$ cat config.mk
export PLATFORM = sky130hd
export DESIGN_NAME = ctc_greedy_decoder_unit
export DESIGN_NICKNAME = d
export VERILOG_FILES = /design/src/hdl/ctcg_pkg.sv /design/src/hdl/ctcg_front.sv /design/src/hdl/ctcg_queue.sv /design/src/hdl/ctcg_back.sv /design/src/hdl/ctc_greedy_decoder_unit.sv
export SDC_FILE = /design/constraint.sdc
export NUM_CORES = 2
export LEC_CHECK = 0
export ABC_AREA = 1
export CORE_MARGIN = 1.5
export CORE_UTILIZATION = 60
export CTS_CLUSTER_DIAMETER = 120
export DETAILED_ROUTE_END_ITERATION = 6
export DONT_BUFFER_PORTS = 1
export PLACE_DENSITY = 0.76
export RECOVER_POWER = 50
export SETUP_SLACK_MARGIN = 0.2
export SYNTH_ARGS = -nofsm -noshare
export SYNTH_HDL_FRONTEND = slang
export SYNTH_SLANG_ARGS = --single-unit
$ cat constraint.sdc
create_clock -name clk -period 19.33 [get_ports clk]
set_input_delay 5.799 -clock clk [delete_from_list [all_inputs] [get_ports clk]]
set_output_delay 5.799 -clock clk [all_outputs]
set_load 0.005 [all_outputs]
$ cat src/hdl/ctcg_pkg.sv
// Shared constants and types for the CTC greedy decoder.
package ctcg_pkg;

  // Defaults for the top-level parameters.
  localparam int VOCAB_MAX_DEF   = 8192;
  localparam int NUM_STREAMS_DEF = 16;
  localparam int SCORE_BITS_DEF  = 16;

  // Fixed field widths on the ports.
  localparam int STREAM_BITS = 4;
  localparam int TOKEN_BITS  = 13;
  localparam int TS_BITS     = 32;
  localparam int RUN_BITS    = 16;
  localparam int BLANK_BITS  = 13;
  localparam int VSZ_BITS    = 14;

  localparam logic [RUN_BITS-1:0] RUN_MAX     = {RUN_BITS{1'b1}};
  localparam logic [VSZ_BITS-1:0] VOCAB_RESET = 14'd8192;

  // Result beat layout: stream, token, timestamp, blank run, zero padding to bytes.
  localparam int OUT_FIELDS = STREAM_BITS + TOKEN_BITS + TS_BITS + RUN_BITS;
  localparam int OUT_DW     = ((OUT_FIELDS + 7) / 8) * 8;

  // Depth of the frame-result queue between front and back.
  localparam int QUEUE_DEPTH = 4;

  // Configuration register indexes.
  localparam int CFG_IDX_BITS = 1;
  typedef enum logic [CFG_IDX_BITS-1:0] {
    CFG_BLANK_ID   = 1'b0,
    CFG_VOCAB_SIZE = 1'b1
  } cfg_reg_t;

endpackage

$ cat src/hdl/ctcg_front.sv
// Front end: running first-maximum argmax over each frame's scores.
module ctcg_front import ctcg_pkg::*; #(
  parameter int VOCAB_MAX   = VOCAB_MAX_DEF,
  parameter int NUM_STREAMS = NUM_STREAMS_DEF,
  parameter int SCORE_BITS  = SCORE_BITS_DEF,
  localparam int IDX_W = $clog2(VOCAB_MAX),
  localparam int SW    = (NUM_STREAMS > 1) ? $clog2(NUM_STREAMS) : 1,
  localparam int LEN_W = ($clog2(VOCAB_MAX + 1) > VSZ_BITS) ? $clog2(VOCAB_MAX + 1) : VSZ_BITS
) (
  input  logic                         clk,
  input  logic                         rst,
  input  logic                         s_valid,
  output logic                         s_ready,
  input  logic [STREAM_BITS-1:0]       s_stream,
  input  logic signed [SCORE_BITS-1:0] s_score,
  input  logic                         s_last,
  input  logic [LEN_W-1:0]             frame_len,
  output logic                         ev_valid,
  input  logic                         ev_ready,
  output logic [SW-1:0]                ev_stream,
  output logic [IDX_W-1:0]             ev_index,
  output logic                         ev_last
);

  logic [IDX_W-1:0]             cnt;
  logic [IDX_W-1:0]             best_index;
  logic signed [SCORE_BITS-1:0] best_score;
  logic [SW-1:0]                wrap_tab [1 << STREAM_BITS];
  logic                         take;
  logic                         frame_end;
  logic                         accept;

  // Stream ids beyond the configured count wrap round.
  for (genvar g = 0; g < (1 << STREAM_BITS); g++) begin : g_wrap
    assign wrap_tab[g] = SW'(g % NUM_STREAMS);
  end

  assign take      = (cnt == '0) || (s_score > best_score);
  assign frame_end = ((LEN_W'(cnt) + LEN_W'(1)) >= frame_len) || s_last;
  assign s_ready   = ev_ready;
  assign accept    = s_valid && s_ready;

  assign ev_valid  = s_valid && frame_end;
  assign ev_stream = wrap_tab[s_stream];
  assign ev_index  = take ? cnt : best_index;
  assign ev_last   = s_last;

  always_ff @(posedge clk) begin
    if (rst) begin
      cnt <= '0;
    end else if (accept) begin
      cnt <= frame_end ? '0 : cnt + IDX_W'(1);
    end
  end

  always_ff @(posedge clk) begin
    if (accept && take) begin
      best_score <= s_score;
      best_index <= cnt;
    end
  end

endmodule

$ cat src/hdl/ctcg_queue.sv
// Small first-in first-out queue carrying frame results from front to back.
module ctcg_queue import ctcg_pkg::*; #(
  parameter int WIDTH = 8,
  parameter int DEPTH = QUEUE_DEPTH,
  localparam int PTR_W = (DEPTH > 1) ? $clog2(DEPTH) : 1,
  localparam int CNT_W = $clog2(DEPTH + 1)
) (
  input  logic             clk,
  input  logic             rst,
  input  logic             wr_valid,
  output logic             wr_ready,
  input  logic [WIDTH-1:0] wr_data,
  output logic             rd_valid,
  input  logic             rd_ready,
  output logic [WIDTH-1:0] rd_data
);

  logic [WIDTH-1:0] slots [DEPTH];
  logic [PTR_W-1:0] wr_ptr;
  logic [PTR_W-1:0] rd_ptr;
  logic [CNT_W-1:0] count;
  logic             push;
  logic             pop;

  assign wr_ready = (count != CNT_W'(DEPTH));
  assign rd_valid = (count != '0);
  assign rd_data  = slots[rd_ptr];
  assign push     = wr_valid && wr_ready;
  assign pop      = rd_valid && rd_ready;

  always_ff @(posedge clk) begin
    if (rst) begin
      wr_ptr <= '0;
      rd_ptr <= '0;
      count  <= '0;
    end else begin
      if (push) begin
        wr_ptr <= (wr_ptr == PTR_W'(DEPTH - 1)) ? '0 : wr_ptr + PTR_W'(1);
      end
      if (pop) begin
        rd_ptr <= (rd_ptr == PTR_W'(DEPTH - 1)) ? '0 : rd_ptr + PTR_W'(1);
      end
      if (push && !pop) begin
        count <= count + CNT_W'(1);
      end else if (pop && !push) begin
        count <= count - CNT_W'(1);
      end
    end
  end

  always_ff @(posedge clk) begin
    if (push) begin
      slots[wr_ptr] <= wr_data;
    end
  end

endmodule

$ cat src/hdl/ctcg_back.sv
// Back end: repeat suppression, per-stream offsets and blank runs, result register.
module ctcg_back import ctcg_pkg::*; #(
  parameter int VOCAB_MAX   = VOCAB_MAX_DEF,
  parameter int NUM_STREAMS = NUM_STREAMS_DEF,
  localparam int IDX_W = $clog2(VOCAB_MAX),
  localparam int SW    = (NUM_STREAMS > 1) ? $clog2(NUM_STREAMS) : 1,
  localparam int CMP_W = (IDX_W > BLANK_BITS) ? IDX_W : BLANK_BITS
) (
  input  logic                   clk,
  input  logic                   rst,
  input  logic [BLANK_BITS-1:0]  blank_id,
  input  logic                   ev_valid,
  output logic                   ev_ready,
  input  logic [SW-1:0]          ev_stream,
  input  logic [IDX_W-1:0]       ev_index,
  input  logic                   ev_last,
  output logic                   out_valid,
  input  logic                   out_ready,
  output logic [STREAM_BITS-1:0] out_stream,
  output logic                   out_emit,
  output logic [TOKEN_BITS-1:0]  out_token,
  output logic [TS_BITS-1:0]     out_ts,
  output logic [RUN_BITS-1:0]    out_run,
  output logic                   out_last
);

  // Per-stream state memories.
  logic [TS_BITS-1:0]     off_mem [NUM_STREAMS];
  logic [RUN_BITS-1:0]    run_mem [NUM_STREAMS];
  logic [NUM_STREAMS-1:0] written;

  // Chunk state shared by all streams.
  logic [TS_BITS-1:0] fic;
  logic [IDX_W-1:0]   prev_token;
  logic               prev_valid;

  // Update stage.
  logic               b_valid;
  logic [SW-1:0]      b_stream;
  logic [IDX_W-1:0]   b_index;
  logic               b_last;
  logic               b_blank;
  logic               b_emit;
  logic [TS_BITS-1:0] b_fic;
  logic [TS_BITS-1:0] b_fic1;
  logic [TS_BITS-1:0] rd_off;
  logic [RUN_BITS-1:0] rd_run;
  logic               rd_written;
  logic               fwd_hit;
  logic [TS_BITS-1:0] fwd_off;
  logic [RUN_BITS-1:0] fwd_run;

  logic               pop;
  logic               b_adv;
  logic               ev_blank;
  logic               ev_emit;
  logic [TS_BITS-1:0] cur_off;
  logic [RUN_BITS-1:0] cur_run;
  logic [TS_BITS-1:0] off_new;
  logic [RUN_BITS-1:0] run_new;
  logic [TS_BITS-1:0] ts_new;

  assign b_adv    = b_valid && (!out_valid || out_ready);
  assign ev_ready = !b_valid || b_adv;
  assign pop      = ev_valid && ev_ready;

  assign ev_blank = (CMP_W'(ev_index) == CMP_W'(blank_id));
  assign ev_emit  = !ev_blank && !(prev_valid && (ev_index == prev_token));

  always_comb begin
    if (fwd_hit) begin
      cur_off = fwd_off;
      cur_run = fwd_run;
    end else if (rd_written) begin
      cur_off = rd_off;
      cur_run = rd_run;
    end else begin
      cur_off = '0;
      cur_run = '0;
    end
    if (b_blank) begin
      run_new = (cur_run == RUN_MAX) ? cur_run : cur_run + RUN_BITS'(1);
    end else begin
      run_new = '0;
    end
    off_new = b_last ? cur_off + b_fic1 : cur_off;
    ts_new  = b_emit ? b_fic + cur_off : '0;
  end

  always_ff @(posedge clk) begin
    if (rst) begin
      fic        <= '0;
      prev_token <= '0;
      prev_valid <= 1'b0;
      b_valid    <= 1'b0;
      fwd_hit    <= 1'b0;
      written    <= '0;
      out_valid  <= 1'b0;
    end else begin
      if (pop) begin
        if (ev_last) begin
          fic        <= '0;
          prev_token <= '0;
          prev_valid <= 1'b0;
        end else begin
          fic        <= fic + TS_BITS'(1);
          prev_token <= ev_index;
          prev_valid <= 1'b1;
        end
        b_valid <= 1'b1;
        fwd_hit <= b_adv && (ev_stream == b_stream);
      end else if (b_adv) begin
        b_valid <= 1'b0;
        fwd_hit <= 1'b0;
      end
      if (b_adv) begin
        written[b_stream] <= 1'b1;
        out_valid         <= 1'b1;
      end else if (out_ready) begin
        out_valid <= 1'b0;
      end
    end
  end

  always_ff @(posedge clk) begin
    if (pop) begin
      b_stream   <= ev_stream;
      b_index    <= ev_index;
      b_last     <= ev_last;
      b_blank    <= ev_blank;
      b_emit     <= ev_emit;
      b_fic      <= fic;
      b_fic1     <= fic + TS_BITS'(1);
      rd_off     <= off_mem[ev_stream];
      rd_run     <= run_mem[ev_stream];
      rd_written <= written[ev_stream];
      fwd_off    <= off_new;
      fwd_run    <= run_new;
    end
    if (b_adv) begin
      off_mem[b_stream] <= off_new;
      run_mem[b_stream] <= run_new;
      out_stream        <= STREAM_BITS'(b_stream);
      out_emit          <= b_emit;
      out_token         <= TOKEN_BITS'(b_index);
      out_ts            <= ts_new;
      out_run           <= run_new;
      out_last          <= b_last;
    end
  end

  // An emitted token is never a blank, so its stream's blank run is zero.
  a_emit_clears_run: assert property (@(posedge clk) disable iff (rst)
    out_valid && out_emit |-> out_run == '0)
    else $error("emitted token carries a non-zero blank run");

  // The end of a chunk forgets the previous winner.
  a_chunk_end_forgets: assert property (@(posedge clk) disable iff (rst)
    pop && ev_last |=> !prev_valid && fic == '0)
    else $error("chunk state not cleared at chunk end");

  // Forwarded state only ever stands beside a live update.
  a_fwd_live: assert property (@(posedge clk) disable iff (rst)
    fwd_hit |-> b_valid)
    else $error("forwarded stream state without an update in flight");

endmodule

$ cat src/hdl/ctc_greedy_decoder_unit.sv
// Top level of the CTC greedy decoder: configuration registers, front, queue and back.
//
// Usage. Scores arrive on the s_ channel, one beat per vocabulary entry, frame after
// frame; s_tlast marks the final score of a stream's chunk. A frame ends after the
// configured vocabulary size in scores (zero counts as one, values above VOCAB_MAX
// saturate) or on s_tlast. Each frame yields one result beat on the m_ channel: the
// argmax token, its stream, the trailing blank count and, when m_tuser is high, a
// timestamp for a newly emitted non-blank token; m_tlast marks the chunk's last frame.
// The cfg_ channel writes the blank index (index 0) and the vocabulary size (index 1);
// cfg_ready is always high, and writes are meant to arrive while no frame is in flight.
// Throughput: one score beat per cycle, sustained, with back-to-back frames of any
// length down to one score. The front argmax compare and the back's read-modify-write
// of the per-stream offset and blank-run memories, with forwarding between
// consecutive frames of the same stream, set that rate. A frame's result passes
// through the frame queue, the back's update stage and the result register to m_.
// When the receiver stalls, the result register holds its beat, the back stage and
// a four-entry frame queue absorb further frames, and s_tready falls only when the
// queue is full. Reset (rst, synchronous) clears the argmax, the chunk state, all
// per-stream offsets and blank runs, and restores blank index 0 and vocabulary size
// 8192; no clearing pass is needed, so the block accepts scores in the cycle after reset.
module ctc_greedy_decoder_unit import ctcg_pkg::*; #(
  parameter int VOCAB_MAX   = VOCAB_MAX_DEF,
  parameter int NUM_STREAMS = NUM_STREAMS_DEF,
  parameter int SCORE_BITS  = SCORE_BITS_DEF,
  localparam int IN_DW = ((STREAM_BITS + SCORE_BITS + 7) / 8) * 8
) (
  input  logic                    clk,
  input  logic                    rst,
  // Score beats.
  input  logic                    s_tvalid,
  output logic                    s_tready,
  input  logic [IN_DW-1:0]        s_tdata,  // stream_id, score, zero padding
  input  logic                    s_tlast,  // last_of_chunk
  // Frame results.
  output logic                    m_tvalid,
  input  logic                    m_tready,
  output logic [OUT_DW-1:0]       m_tdata,  // out_stream, token, timestamp, trailing_blanks, pad
  output logic                    m_tuser,  // token_valid
  output logic                    m_tlast,  // chunk_done
  // Configuration writes.
  input  logic                    cfg_valid,
  output logic                    cfg_ready,
  input  logic [CFG_IDX_BITS-1:0] cfg_index,
  input  logic [VSZ_BITS-1:0]     cfg_data
);

  localparam int IDX_W = $clog2(VOCAB_MAX);
  localparam int SW    = (NUM_STREAMS > 1) ? $clog2(NUM_STREAMS) : 1;
  localparam int LEN_W = ($clog2(VOCAB_MAX + 1) > VSZ_BITS) ? $clog2(VOCAB_MAX + 1) : VSZ_BITS;
  localparam int EV_W  = SW + IDX_W + 1;

  logic [BLANK_BITS-1:0] blank_id;
  logic [VSZ_BITS-1:0]   vocab_len;
  logic [LEN_W-1:0]      vocab_ext;
  logic [LEN_W-1:0]      frame_len;

  logic                  fe_valid;
  logic                  fe_ready;
  logic [SW-1:0]         fe_stream;
  logic [IDX_W-1:0]      fe_index;
  logic                  fe_last;
  logic                  bk_valid;
  logic                  bk_ready;
  logic [EV_W-1:0]       bk_data;

  logic [STREAM_BITS-1:0] res_stream;
  logic [TOKEN_BITS-1:0]  res_token;
  logic [TS_BITS-1:0]     res_ts;
  logic [RUN_BITS-1:0]    res_run;

  // Configuration registers; the port never stalls.
  assign cfg_ready = 1'b1;

  always_ff @(posedge clk) begin
    if (rst) begin
      blank_id  <= '0;
      vocab_len <= VOCAB_RESET;
    end else if (cfg_valid && cfg_ready) begin
      unique case (cfg_index)
        CFG_BLANK_ID:   blank_id  <= cfg_data[BLANK_BITS-1:0];
        CFG_VOCAB_SIZE: vocab_len <= cfg_data;
        default:        ;
      endcase
    end
  end

  // Frame length: a zero size counts as one, oversize saturates at VOCAB_MAX.
  assign vocab_ext = LEN_W'(vocab_len);

  always_comb begin
    if (vocab_ext == '0) begin
      frame_len = LEN_W'(1);
    end else if (vocab_ext > LEN_W'(VOCAB_MAX)) begin
      frame_len = LEN_W'(VOCAB_MAX);
    end else begin
      frame_len = vocab_ext;
    end
  end

  ctcg_front #(
    .VOCAB_MAX   (VOCAB_MAX),
    .NUM_STREAMS (NUM_STREAMS),
    .SCORE_BITS  (SCORE_BITS)
  ) u_front (
    .clk       (clk),
    .rst       (rst),
    .s_valid   (s_tvalid),
    .s_ready   (s_tready),
    .s_stream  (s_tdata[STREAM_BITS-1:0]),
    .s_score   (signed'(s_tdata[STREAM_BITS +: SCORE_BITS])),
    .s_last    (s_tlast),
    .frame_len (frame_len),
    .ev_valid  (fe_valid),
    .ev_ready  (fe_ready),
    .ev_stream (fe_stream),
    .ev_index  (fe_index),
    .ev_last   (fe_last)
  );

  ctcg_queue #(
    .WIDTH (EV_W),
    .DEPTH (QUEUE_DEPTH)
  ) u_queue (
    .clk      (clk),
    .rst      (rst),
    .wr_valid (fe_valid),
    .wr_ready (fe_ready),
    .wr_data  ({fe_last, fe_index, fe_stream}),
    .rd_valid (bk_valid),
    .rd_ready (bk_ready),
    .rd_data  (bk_data)
  );

  ctcg_back #(
    .VOCAB_MAX   (VOCAB_MAX),
    .NUM_STREAMS (NUM_STREAMS)
  ) u_back (
    .clk        (clk),
    .rst        (rst),
    .blank_id   (blank_id),
    .ev_valid   (bk_valid),
    .ev_ready   (bk_ready),
    .ev_stream  (bk_data[SW-1:0]),
    .ev_index   (bk_data[SW +: IDX_W]),
    .ev_last    (bk_data[EV_W-1]),
    .out_valid  (m_tvalid),
    .out_ready  (m_tready),
    .out_stream (res_stream),
    .out_emit   (m_tuser),
    .out_token  (res_token),
    .out_ts     (res_ts),
    .out_run    (res_run),
    .out_last   (m_tlast)
  );

  // Result beat packing, lowest field first.
  assign m_tdata = {{(OUT_DW - OUT_FIELDS){1'b0}}, res_run, res_ts, res_token, res_stream};

endmodule

=== Word level (Yosys, flattened, before mapping) ===
Memories as Yosys holds them, arrays and structs flattened. A register that Yosys moved wholly into a read port is not among the register bits.
Cells that the tools add are included.
Widths: inputs -> output; s select.

* Flip-flop bits (word level): 341
* Bits in latches: 0
* Bits in writable memories: 840
* Memory bits (read-only): 64
* Input port bits: 45
* Output and inout bits: 77
* Word-level logic and storage cells: 127
* Memories: 4

* $add $sub $neg: 10
* Multipliers: 0
* Divide/modulo/power cells: 0
* Order comparisons: 7
* Eq/ne operators: 7
* Shift-type cells: 0
* Muxes and demuxes: 35
* Bitwise operators: 3
* Reduce and logical (&&, ||, !) cells: 30

{| class="wikitable"
|+ Memory list
! memory !! depth !! width !! read ports !! clocked after memory_dff !! wr ports !! line !! source
|-
| u_back.off_mem || 16 || 32 || 1 || 1 || 1 || ctcg_back.sv:28 || <nowiki>logic [TS_BITS-1:0] off_mem [NUM_STREAMS];</nowiki>
|-
| u_back.run_mem || 16 || 16 || 1 || 1 || 1 || ctcg_back.sv:29 || <nowiki>logic [RUN_BITS-1:0] run_mem [NUM_STREAMS];</nowiki>
|-
| u_queue.slots || 4 || 18 || 1 || 1 || 1 || ctcg_queue.sv:18 || <nowiki>logic [WIDTH-1:0] slots [DEPTH];</nowiki>
|-
| (no name shown) || 16 || 4 || 1 || 0 || 0 || ctcg_front.sv:44 || <nowiki>assign ev_stream = wrap_tab[s_stream];</nowiki>
|}

{| class="wikitable"
|+ Operator list
! operator !! count
|-
| $mux 32 || 4
|-
| $add 32x32->32 || 2
|-
| $mux 16 || 4
|-
| $mux 13 || 3
|-
| $add 32x1->32 const B || 1
|-
| $mux 14 || 2
|-
| $eq 13x13->1 || 2
|-
| $add 16x1->16 const B || 1
|-
| $eq 16x16->1 const B || 1
|-
| $gt 16x16->1 || 1
|-
| $or 16x16->16 || 1
|-
| $add 13x1->14 const B || 1
|-
| $ge 14x14->1 || 1
|-
| $gt 14x14->1 const B || 1
|-
| $logic_not 14->1 || 1
|-
| $add 13x1->13 const B || 1
|-
| $logic_not 13->1 || 1
|-
| $logic_and 1x1->1 || 12
|-
| $mux 1 || 12
|-
| $lt 4x5->1 const B || 2
|-
| $mux 2 || 4
|-
| $mux 4 || 2
|-
| $logic_not 1->1 || 6
|-
| $mux 3 || 2
|-
| 16 further kinds || 24
|}

=== Longest topological paths before layout ===
* Depth in word-level cells: 11
* Depth in mapped cells: 23
* Gate-level depth less buffers: 23

=== Cells and area by module ===
Synthesis repeated with hierarchy kept, for this count alone.

* Cells, all modules: 4896
* Area total of the unflattened synthesis: 54952.7 um^2

{| class="wikitable"
|+ Modules (own cells, without submodules)
! module !! instances !! cells an instance !! area each (um^2) !! seq. area each (um^2)
|-
| ctcg_back || 1 || 4150 || 47730.8 || 31810.5
|-
| ctcg_queue || 1 || 243 || 3214.3 || 2342.2
|-
| ctcg_front || 1 || 333 || 2758.9 || 1131.1
|-
| ctc_greedy_decoder_unit || 1 || 170 || 1248.7 || 540.5
|}

=== Worst setup path before layout ===
No wires, ideal clock.

* Path type: input to register
* Start point: input m_tready
* End point: register with a tool-made name
* Library setup time: 0.139 ns
* Data arrival time: 10.303 ns
* Required time: 19.191 ns
* Setup slack: 8.888 ns
* Stages on the path: 6
* Buffers on the path: 0
* Cells stage by stage: inv_1 -> nand3_1 -> nand2_1 -> inv_1 -> o21ai_0 -> o211a_1

{| class="wikitable"
|+ RTL lines
! what !! line !! source
|-
| start, declared || ctc_greedy_decoder_unit.sv:36 || <nowiki>input logic m_tready,</nowiki>
|}

=== Final worst setup path ===
* Start point: input m_tready
* End point: register u_back.rd_off[16] (read register of u_back.off_mem) (enable)

* Cells in the longest elaborated chain, start to end: 4

{| class="wikitable"
|+ Ends and longest elaborated chain
! what !! line !! source
|-
| $logic_or 1x1->1 || ctcg_back.sv:63 || <nowiki>assign b_adv = b_valid && (!out_valid || out_ready);</nowiki>
|-
| $logic_and 1x1->1 || ctcg_back.sv:63 ||
|-
| $logic_or 1x1->1 || ctcg_back.sv:64 || <nowiki>assign ev_ready = !b_valid || b_adv;</nowiki>
|-
| $logic_and 1x1->1 || ctcg_back.sv:65 || <nowiki>assign pop = ev_valid && ev_ready;</nowiki>
|-
| net u_back.pop || ctcg_back.sv:53 || <nowiki>logic pop;</nowiki>
|-
| end, declared || ctcg_back.sv:46 || <nowiki>logic [TS_BITS-1:0] rd_off;</nowiki>
|}

The timed path passes the listed nets, and every way through them passes these cells.
A chain may end at the register's enable or synchronous reset.

==> reports/metrics.yaml <==
power_and_ir_drop:
  p_int_mw: 6.399
  p_per_area_nw_per_um2: 174.7
  pwr-share-seq_pct: 40.1
  leakage_nw: 21.80
  power.share.clock_pct: 22.8
  power_switching_mw: 3.929
  p_comb_share_pct: 37.1
  peakVddDrop_uv: 174.0
  swShare_pct: 38.04
sta:
  setup_viol: 0
  rsz0062_at_grt: "no"
  period_share_pct: 60.84
  max_slew_margin_pct: -263.1
  max_freq_mhz: 85.02
  layout_min_cycle_time_ns: 11.76
  fin_setup_tns_ns: 0
  clock_skew_ns: 0.05305
  tightestPinTransition_ns: 5.417
  timing.hold.ws_ns: 0.4139
  hold_violations: 0
  slew_viol_final: 558
  setup_ws_ns: 7.569
logic_synthesis:
  synth_cell_types: 51
  async_flop_share_pct: 0
  avgSynthCellArea_um2: 11.16
  synth-simple-area-share_pct: 14.99
  ys_warn_count: 0
  ys_ff_latch: 1231
  synth_xor_area_share_pct: 1.224
  synth_top_family_by_area: "simple AND/OR/NAND/NOR gates"
  synthCells: 4870
  syn_area_um2: 54370
  synth_flop_cell: "edfxtp_1"
  synthMuxAreaShare_pct: 0
  synth_edf_count: 1117
  synthAdderAreaFrac_pct: 2.458
  synth_compound_area_share_pct: 10.00
  yosysSeqAreaShare_pct: 65.89
run_status:
  violations: "design-rule violations, max-capacitance violations, max-slew violations"
  outcome: "finished with violations"
worst_setup_path:
  cp_num_buf_inv: 3
  cp_max_fo: 116
  cp_cell_sequence: "inv_1 > nand3_1 > nand2_1 > clkinvlp_2 > buf_4"
  required_ns: 19.61
  cp-end-kind: "flip-flop"
  slowest_stage: "clkinvlp_2"
  worstPathArrival_ns: 12.05
  slowest_delay_ns: 4.00
  cp-start-kind: "primary input"
  path_class: "primary input to flip-flop"
  cp_top_family: "buffers and inverters"
route:
  routed_via_density: 5.912
  route.detailed.drc: 3
  vias: 36128
  drtIter0Drc: 3828
  ant_nets: 0
  firstDrtPassIters: 7
  drt_wl_total_um: 126900
  avgRoutedWirePerCell_um: 20.76
layout:
  insertedDiodeCount: 0
  layout_common_cells: "edfxtp_1, nand2_1, nand3_1, inv_1, a21oi_1"
  layout_commonest_cell: "edfxtp_1"
  fill_cells: 6589
  regArea_um2: 35830
  syn2layout_area_growth_pct: 8.734
  final_core_util_pct: 65.78
  final_nets: 4980
  drive_above_1_share_pct: 5.552
  multi_input_area_um2: 15690
cts:
  cts_tree: "yes"
  clk_pin_slew_worst_paths_ns: 0.06
  cts_root_buf: "clkbuf_16"
  max-clock-path-buffers: 3
  htree_levels: 3
  cts.sinks: 1231
  cts-hold-fix-buffers: 0
  post-cts-setup-buffers: 0
  cts_resized: 0
  cts_buffers: 120
  clk_latency_ns: 0.72
global_route:
  grt_pass1_wl_um: 196600
  grt_pass1_vias: 34877
  grt_start_max_net_pins: 193
  track_usage_pct: 27.32
  antenna_found_initial: 0
  overflow: 0
place:
  globalplace.congestion: 0.9251
  dpl_worst_slack_ns: 10.43
  portBuffers: 0
  dp_hpwl_um: 73350
worst_hold_path:
  hp-class: "flip-flop to flip-flop"
run:
  maxCapViolations: 9
floorplan:
  io_pins: 122
  dieArea_um2: 92430
  die_w_um: 304.0
  rows: 110
  core-area_um2: 89870
  start_util_pct: 60.49
  fp.dieH_um: 304.0
layout make-up:
| class | instances | area share, % |
|---|---|---|
| repair buffers | 65 | 0.6815 |
| well taps | 1176 | 2.489 |
| inverters | 455 | 2.914 |
| clock inverters | 80 | 1.452 |
| flip-flops and latches | 1231 | 60.60 |
| multi-input cells | 2957 | 26.54 |
| clock buffers | 147 | 5.319 |
registers in the layout (all words and copies together), names as in the netlist, 3 cells and up, named ones only:
name,count
u_back.written,16
u_back.b_stream,4
u_front.best_index,13
u_back.rd_run,16
u_back.out_run,16
u_back.run_mem,256
u_back.b_fic1,32
u_back.prev_token,13
u_front.cnt,13
u_back.off_mem,512
u_queue.slots,72
u_back.fwd_run,16
u_back.out_token,13
u_back.rd_off,32
u_front.best_score,16
vocab_ext,14
u_queue.count,3
u_back.out_stream,4
u_back.fwd_off,32
u_back.b_fic,32
u_back.out_ts,32
u_back.fic,32
blank_id,13
u_back.b_index,13
final timing paths:
| path | start | end | slack (ns) | cells after the start |
|---|---|---|---|---|
| hold reg to reg | u_back.b_index[8]$_DFFE_PP_ | u_back.out_token[8]$_DFFE_PP_ | 0.41 | 0 |
| hold / removal | u_back.b_index[8]$_DFFE_PP_ | u_back.out_token[8]$_DFFE_PP_ | 0.41 | 0 |
| setup / recovery | m_tready | u_back.rd_off[16]$_DFFE_PP_ | 7.57 | 5 |
| setup reg to reg | flip-flop | u_back.rd_off[27]$_DFFE_PP_ | 7.78 | 12 |
stage by stage:
step	power [mW]	cells	area (um2)
global placement	7.822	5884	55310
finish	10.33	6111	59120
CTS	10.30	6111	59310
floorplan	6.861	4876	54390
detailed placement	7.940	5884	55310
global route	10.91	6111	59120
synth_stat cells (all sizes together) (5+ instances only):
cell type / instances / area [um2]
edfxtp: 1117 / 33540
nand2: 796 / 3010
inv: 455 / 1713
nand3: 453 / 2277
a21oi: 382 / 1949
o21ai: 316 / 1582
nor2: 296 / 1139
or2: 203 / 1270
o211ai: 197 / 1504
buf: 158 / 942.2
dfxtp: 114 / 2282
ha: 102 / 1276
clkbuf: 75 / 292.8
xnor2: 41 / 359.1
nor3: 38 / 195.2
xor2: 35 / 306.5
a22o: 26 / 227.7
nand4: 21 / 131.4
nand3b: 8 / 60.06
a22oi: 6 / 45.04
o21bai: 6 / 45.04
nor4: 5 / 31.28
cell families (layout without fill, tap and decap cells):
family	Yosys count	in the layout
and+or+nand+nor	1825	1825
adders and majority gates	105	105
other	2	8
xor gates and xnor gates	76	76
buffers and inverters	688	747
AOI/OAI and AO/OA	943	943
DFF	1231	1231
power groups by stage:
| stage | clock, mW | combinational, mW | sequential (mW) |
|---|---|---|---|
| after floorplan | 0 | 2.71 | 4.15 |
| after detailed placement | 0 | 3.78 | 4.16 |
| final | 2.35 | 3.83 | 4.15 |
| after global placement | 0 | 3.68 | 4.14 |
| after CTS | 2.37 | 3.81 | 4.11 |
| after global routing | 2.48 | 4.24 | 4.19 |
routing by layer:
layer | wire length [um] | global-route usage [%]
met1 | 52750 | 37.83
met2 | 60740 | 44.95
met3 | 9746 | 3.775
met4 | 3616 | 9.057
met5 | 0 | 0
Note: power is estimated with default switching activity, not from simulation.
